## src/sv/tcw_pkg.sv

```systemverilog
// ----------------------------------------------------------------------------
// tcw_pkg: shared types and constants of the text console writer
// Operation codes, controller states, command and status bundles.
// ----------------------------------------------------------------------------
package tcw_pkg;

    // operation codes of one input transfer
    typedef enum logic [2:0] {
        FUNC_PUT_CHAR   = 3'd0,
        FUNC_BACKSPACE  = 3'd1,
        FUNC_CLEAR      = 3'd2,
        FUNC_SET_ATTR   = 3'd3,
        FUNC_RESET_ATTR = 3'd4,
        FUNC_READ_CELL  = 3'd5
    } t_func;

    // configuration register indexes
    localparam int unsigned CFG_IDX_W = 1;
    localparam logic [CFG_IDX_W-1:0] CFG_BLANK_CELL   = 1'b0;
    localparam logic [CFG_IDX_W-1:0] CFG_DEFAULT_ATTR = 1'b1;

    localparam logic [15:0] BLANK_CELL_RESET   = 16'h0220;
    localparam logic [7:0]  DEFAULT_ATTR_RESET = 8'h02;
    localparam logic [7:0]  NEWLINE_CODE       = 8'h0A;

    typedef enum logic [3:0] {
        ST_INIT,
        ST_IDLE,
        ST_DECODE,
        ST_PUT,
        ST_SCROLL,
        ST_SC_FILL,
        ST_CLEAR,
        ST_BS_READ,
        ST_BS_CHECK,
        ST_BS_ERASE,
        ST_RD_WAIT,
        ST_DONE
    } t_state;

    // controller to datapath
    typedef struct packed {
        logic latch;
        logic home;
        logic idx_clear;
        logic fill_step;
        logic fill_reset;
        logic copy_step;
        logic advance_row;
        logic put_write;
        logic bs_step;
        logic bs_erase;
        logic rd_issue;
        logic rd_capture;
        logic attr_set;
        logic attr_default;
    } t_dp_cmd;

    // datapath to controller
    typedef struct packed {
        t_func func;
        logic  is_newline;
        logic  col_at_wrap;
        logic  row_at_bottom;
        logic  at_origin;
        logic  fill_last;
        logic  copy_last;
        logic  cell_blank;
    } t_dp_stat;

endpackage

```

## src/sv/tcw_ctrl.sv

```systemverilog
// ----------------------------------------------------------------------------
// tcw_ctrl: console controller
// Sequences each operation and the memory sweeps over the screen store.
// ----------------------------------------------------------------------------
module tcw_ctrl (
    input  logic              i_clk,
    input  logic              i_rst_n,
    input  logic              i_start,
    input  tcw_pkg::t_dp_stat i_stat,
    output tcw_pkg::t_dp_cmd  o_cmd,
    output logic              o_busy,
    output logic              o_done
);
    import tcw_pkg::*;

    t_state r_state;
    t_state n_state;

    always_ff @(posedge i_clk) begin
        if (!i_rst_n) begin
            r_state <= ST_INIT;
        end else begin
            r_state <= n_state;
        end
    end

    // next state
    always_comb begin
        n_state = r_state;
        case (r_state)
            ST_INIT: begin
                if (i_stat.fill_last) n_state = ST_IDLE;
            end
            ST_IDLE: begin
                if (i_start) n_state = ST_DECODE;
            end
            ST_DECODE: begin
                case (i_stat.func)
                    FUNC_PUT_CHAR: begin
                        if (i_stat.is_newline || i_stat.col_at_wrap) begin
                            if (i_stat.row_at_bottom) n_state = ST_SCROLL;
                            else if (i_stat.is_newline) n_state = ST_DONE;
                            else n_state = ST_PUT;
                        end else begin
                            n_state = ST_PUT;
                        end
                    end
                    FUNC_BACKSPACE: begin
                        n_state = i_stat.at_origin ? ST_DONE : ST_BS_READ;
                    end
                    FUNC_CLEAR:     n_state = ST_CLEAR;
                    FUNC_READ_CELL: n_state = ST_RD_WAIT;
                    default:        n_state = ST_DONE;
                endcase
            end
            ST_PUT:     n_state = ST_DONE;
            ST_SCROLL: begin
                if (i_stat.copy_last) n_state = ST_SC_FILL;
            end
            ST_SC_FILL: begin
                if (i_stat.fill_last) n_state = i_stat.is_newline ? ST_DONE : ST_PUT;
            end
            ST_CLEAR: begin
                if (i_stat.fill_last) n_state = ST_DONE;
            end
            ST_BS_READ: n_state = ST_BS_CHECK;
            ST_BS_CHECK: begin
                if (!i_stat.cell_blank || i_stat.at_origin) n_state = ST_BS_ERASE;
                else n_state = ST_BS_READ;
            end
            ST_BS_ERASE: n_state = ST_DONE;
            ST_RD_WAIT:  n_state = ST_DONE;
            ST_DONE:     n_state = ST_IDLE;
            default:     n_state = ST_IDLE;
        endcase
    end

    // outputs
    always_comb begin
        o_cmd  = '0;
        o_busy = (r_state != ST_IDLE);
        o_done = (r_state == ST_DONE);
        case (r_state)
            ST_INIT: begin
                o_cmd.fill_step  = 1'b1;
                o_cmd.fill_reset = 1'b1;
            end
            ST_IDLE: begin
                o_cmd.latch = i_start;
            end
            ST_DECODE: begin
                case (i_stat.func)
                    FUNC_PUT_CHAR: begin
                        if (i_stat.is_newline || i_stat.col_at_wrap) begin
                            o_cmd.advance_row = 1'b1;
                            o_cmd.idx_clear   = i_stat.row_at_bottom;
                        end
                    end
                    FUNC_BACKSPACE: o_cmd.bs_step = !i_stat.at_origin;
                    FUNC_CLEAR: begin
                        o_cmd.home      = 1'b1;
                        o_cmd.idx_clear = 1'b1;
                    end
                    FUNC_SET_ATTR:   o_cmd.attr_set     = 1'b1;
                    FUNC_RESET_ATTR: o_cmd.attr_default = 1'b1;
                    FUNC_READ_CELL:  o_cmd.rd_issue     = 1'b1;
                    default: ;
                endcase
            end
            ST_PUT:      o_cmd.put_write  = 1'b1;
            ST_SCROLL:   o_cmd.copy_step  = 1'b1;
            ST_SC_FILL:  o_cmd.fill_step  = 1'b1;
            ST_CLEAR:    o_cmd.fill_step  = 1'b1;
            ST_BS_CHECK: o_cmd.bs_step    = i_stat.cell_blank && !i_stat.at_origin;
            ST_BS_ERASE: o_cmd.bs_erase   = 1'b1;
            ST_RD_WAIT:  o_cmd.rd_capture = 1'b1;
            default: ;
        endcase
    end

endmodule

```

## config.mk

```make
export PLATFORM = sky130hd
export DESIGN_NAME = tcw_ctrl
export DESIGN_NICKNAME = d
export VERILOG_FILES = /design/src/sv/tcw_pkg.sv /design/src/sv/tcw_ctrl.sv
export SDC_FILE = /design/constraint.sdc
export NUM_CORES = 1
export LEC_CHECK = 0
export BUFFER_PORTS_ARGS = -buffer_cell sky130_fd_sc_hd__buf_2
export CELL_PAD_IN_SITES_DETAIL_PLACEMENT = 2
export CELL_PAD_IN_SITES_GLOBAL_PLACEMENT = 2
export CORE_UTILIZATION = 21
export CTS_CLUSTER_DIAMETER = 200
export DETAILED_ROUTE_END_ITERATION = 10
export MAX_ROUTING_LAYER = met4
export PLACE_DENSITY_LB_ADDON = 0.3
export RECOVER_POWER = 50
export SETUP_SLACK_MARGIN = 0.02
export SYNTH_ARGS = -nofsm -noshare
export SYNTH_HDL_FRONTEND = slang
export SYNTH_SLANG_ARGS = --single-unit
```

## constraint.sdc

```tcl
create_clock -name i_clk -period 1.3 [get_ports i_clk]
set_input_delay 0.195 -clock i_clk [delete_from_list [all_inputs] [get_ports i_clk]]
set_output_delay 0.195 -clock i_clk [all_outputs]
set_load 0.005 [all_outputs]
```

==> results_dict.tcl <==
set metrics [dict create \
    outcome "finished, violations left" \
    violations "setup timing" \
    track_usage 0.255 \
    io-pin-count 29 \
    largest_reg_flops 4 \
    synth_area_um2 639 \
    setup_tns_ps -9290 \
    rsz0062_at_grt "yes" \
    numCtsBuffers 3 \
    synth_area_leaders "dfxtp_1, nor2_1, nor3b_1, o21ai_0, nand2b_1" \
    cp_common_cell "buf_6" \
    hold_depth 2 \
    routabilityCongestion 0.860 \
    hold_path_startpoint "i_rst_n" \
    path_class "flop to flop" \
    vias 1079 \
    area_growth_pct 120 \
    synthTopCellsByCount "nor2_1, o21ai_0, nand2_1, nor3_1, nor3b_1" \
    crit_buf_inv 6 \
    power_density_nw_per_um2 836 \
    ir_drop_mv 0.252 \
    antenna_found_initial 0 \
    fin_worst_skew_ps 1.67 \
    num-nets-final 177 \
    drive_gt1_frac 0.698 \
    dp_hpwl_um 2370 \
    postRouteAntennaNets 0 \
    overflow 0 \
    die_h_um 57.2 \
    start_util 0.226 \
    crit_chain "buf_4, buf_6, buf_6, buf_8, buf_6, buf_4, nand2_2, o2111a_1, o31ai_1, a311oi_1" \
    async_flop_share 0 \
    cp_top_family "buffers and inverters" \
    synthCells 93 \
    p_clk_frac 0.150 \
    clkTransAtPathRegs_ps 50 \
    rr_endpoint "r_state[0]" \
    finalSetupViolCount 20 \
    firstDrtPassIters 4 \
    p_int_uw 681 \
    reg2reg_depth 10 \
    yosysSeqAreaShare 0.125 \
    ys_warn_count 0 \
    drt-initial-drc-count 41 \
    power_frac_seq 0.133 \
    reg_top3 "r_state: 4 flops" \
    crit_arrival_ps 2050 \
    wl_um 4510 \
    slowest_delay_ps 370 \
    drc 0 \
    slew_headroom 0.715 \
    final_cell_area_um2 1410 \
    synth_top_cell_by_area "dfxtp_1" \
    r2r-start "r_state[3]" \
    cts_buffer_depth 2 \
    detail_route.wl_per_cell_um 23.4 \
    worstHoldEndpoint "r_state[3]" \
    finalHoldViolations 0 \
    clk_latency_ps 250 \
    die_x_um 57.2 \
    clockRootBuffer "clkbuf_4" \
    cp-start-kind "flop" \
    antenna_cells 0 \
    slew_violations 0 \
    p_sw_uw 496 \
    ys_ff_latch 4 \
    cts_tree "done" \
    io_buffers 28 \
    r2r_slack_ps -630 \
    clock_sinks 4 \
    synth_edf_count 0 \
    top_register "r_state" \
    grt_max_degree 10 \
    grt_pass1_vias 1207 \
    hold_slack_ps 235 \
    endpoint_kind "flop" \
    h-tree-depth 1 \
    synthFlopType "dfxtp_1" \
    hold_class "input port to flop" \
    syn_area_per_cell_um2 6.87 \
    maxCapViolCount 0 \
    synth_top_area_share 0.125 \
    fin_crit_ps 1930 \
    critPathSlowestCell "a311oi_1" \
    setup_ws_ps -630 \
    vias_per_cell 5.59 \
    period_share 1.48 \
    pwr-share-comb 0.717 \
    swShare 0.421 \
    syn_nets 106 \
    yosysMostFrequentCell "nor2_1" \
    required_ps 1420 \
    die_area_um2 3270 \
    grt_pass1_wl_um 6080 \
    crit_fanout 6 \
    yosysUniqueCellTypes 40 \
    worstMarginPinSlew_ps 421 \
    core_um2 2830 \
    nFillCells 309 \
    fmax_mhz 518 \
    static-leakage-power_uw 0.000649 \
    rows 19 \
    place_area_um2 983 \
]
-- timing repair --
| action | 4_1_cts | 5_1_grt |
|---|---|---|
| cloned | 1 | 0 |
| setup endpoints to repair | 20 | 20 |
| pin swaps | 15 | 6 |
| setup buffers | 17 | 4 |
| gates resized for setup | 49 | 15 |
| hold buffers | 0 | 0 |
-- kinds of logic (layout without fill, tap and decap cells) --
group           after synthesis  count (layout)  share of synthesized area
simple gates                 49              49                      0.444
compound gates               29              29                      0.325
buf+inv                      10              79                     0.0880
flops                         4               4                      0.125
mux                           1               1                     0.0176
-- worst max-delay path by stage --
stage                from         end  slack [ps]  cells after the start
2_1_floorplan  r_state[2]    o_cmd[7]        -230                      4
3_3_place_gp   r_state[0]    o_cmd[7]        -260                      4
3_5_place_dp   r_state[0]    o_cmd[7]        -310                      4
4_1_cts        r_state[3]    o_cmd[7]        -540                      4
5_1_grt        r_state[3]  r_state[0]        -710                     10
6_report       r_state[3]  r_state[0]        -630                     10
-- layout by cell type (no fill, tap or decap), types with 2 or more instances in the layout --
cell type | Yosys | routed
buf_2 | 3 | 26
buf_4 | 2 | 25
buf_6 | 1 | 21
nor2_1 | 13 | 8
o21ai_0 | 8 | 6
nand2b_4 | 1 | 5
nor3b_1 | 6 | 5
nand2_1 | 7 | 4
a21oi_1 | 5 | 4
nor3_2 | 0 | 3
nor2_2 | 0 | 3
clkbuf_4 | 0 | 3
dfxtp_2 | 0 | 3
inv_1 | 2 | 2
nor3_4 | 0 | 2
or4_4 | 0 | 2
nor2_4 | 0 | 2
nand2_2 | 0 | 2
nor4_4 | 0 | 2
o21ai_1 | 1 | 2
-- worst reg2reg max path, delay by kind of cell (launching register included) --
kind | cells | cell delay [ps]
buffers and inverters | 6 | 770
AOI/OAI and AO/OA | 3 | 630
DFF | 1 | 320
and+or+nand+nor | 1 | 80
-- routing by layer --
layer	wire, um	track usage	up-vias
li1	-	-	486
met1	1690	0.260	533
met2	2510	0.516	48
met3	149	0.0204	12
met4	163	0.0592	0
met5	0	-	-
-- layout make-up --
| cell class | instances | area [um^2] | share of cell area |
|---|---|---|---|
| multi-input combinational | 79 | 679 | 0.483 |
| timing repair buffer | 73 | 569 | 0.404 |
| sequential | 4 | 83.8 | 0.0596 |
| tap | 31 | 38.8 | 0.0276 |
| clock buffer | 3 | 22.5 | 0.0160 |
| inverter | 3 | 13.8 | 0.00978 |
-- per-stage QoR --
stage	setup slack, ps	std cells	power [uW]	util
CTS	-543	190	1080	0.469
finish	-630	193	1180	0.498
floorplan	-226	93	417	-
global route	-710	193	1230	0.498
detailed placement	-313	170	680	0.348
global placement	-261	170	650	0.348
-- power groups by stage --
stage	Clock [uW]	Combinational, uW	Sequential [uW]
after floorplan	0	264	153
after CTS	164	756	155
after detailed placement	0	529	150
after global routing	190	883	158
after global placement	0	502	148
final	176	844	157
(Power assumes the default switching activity.)
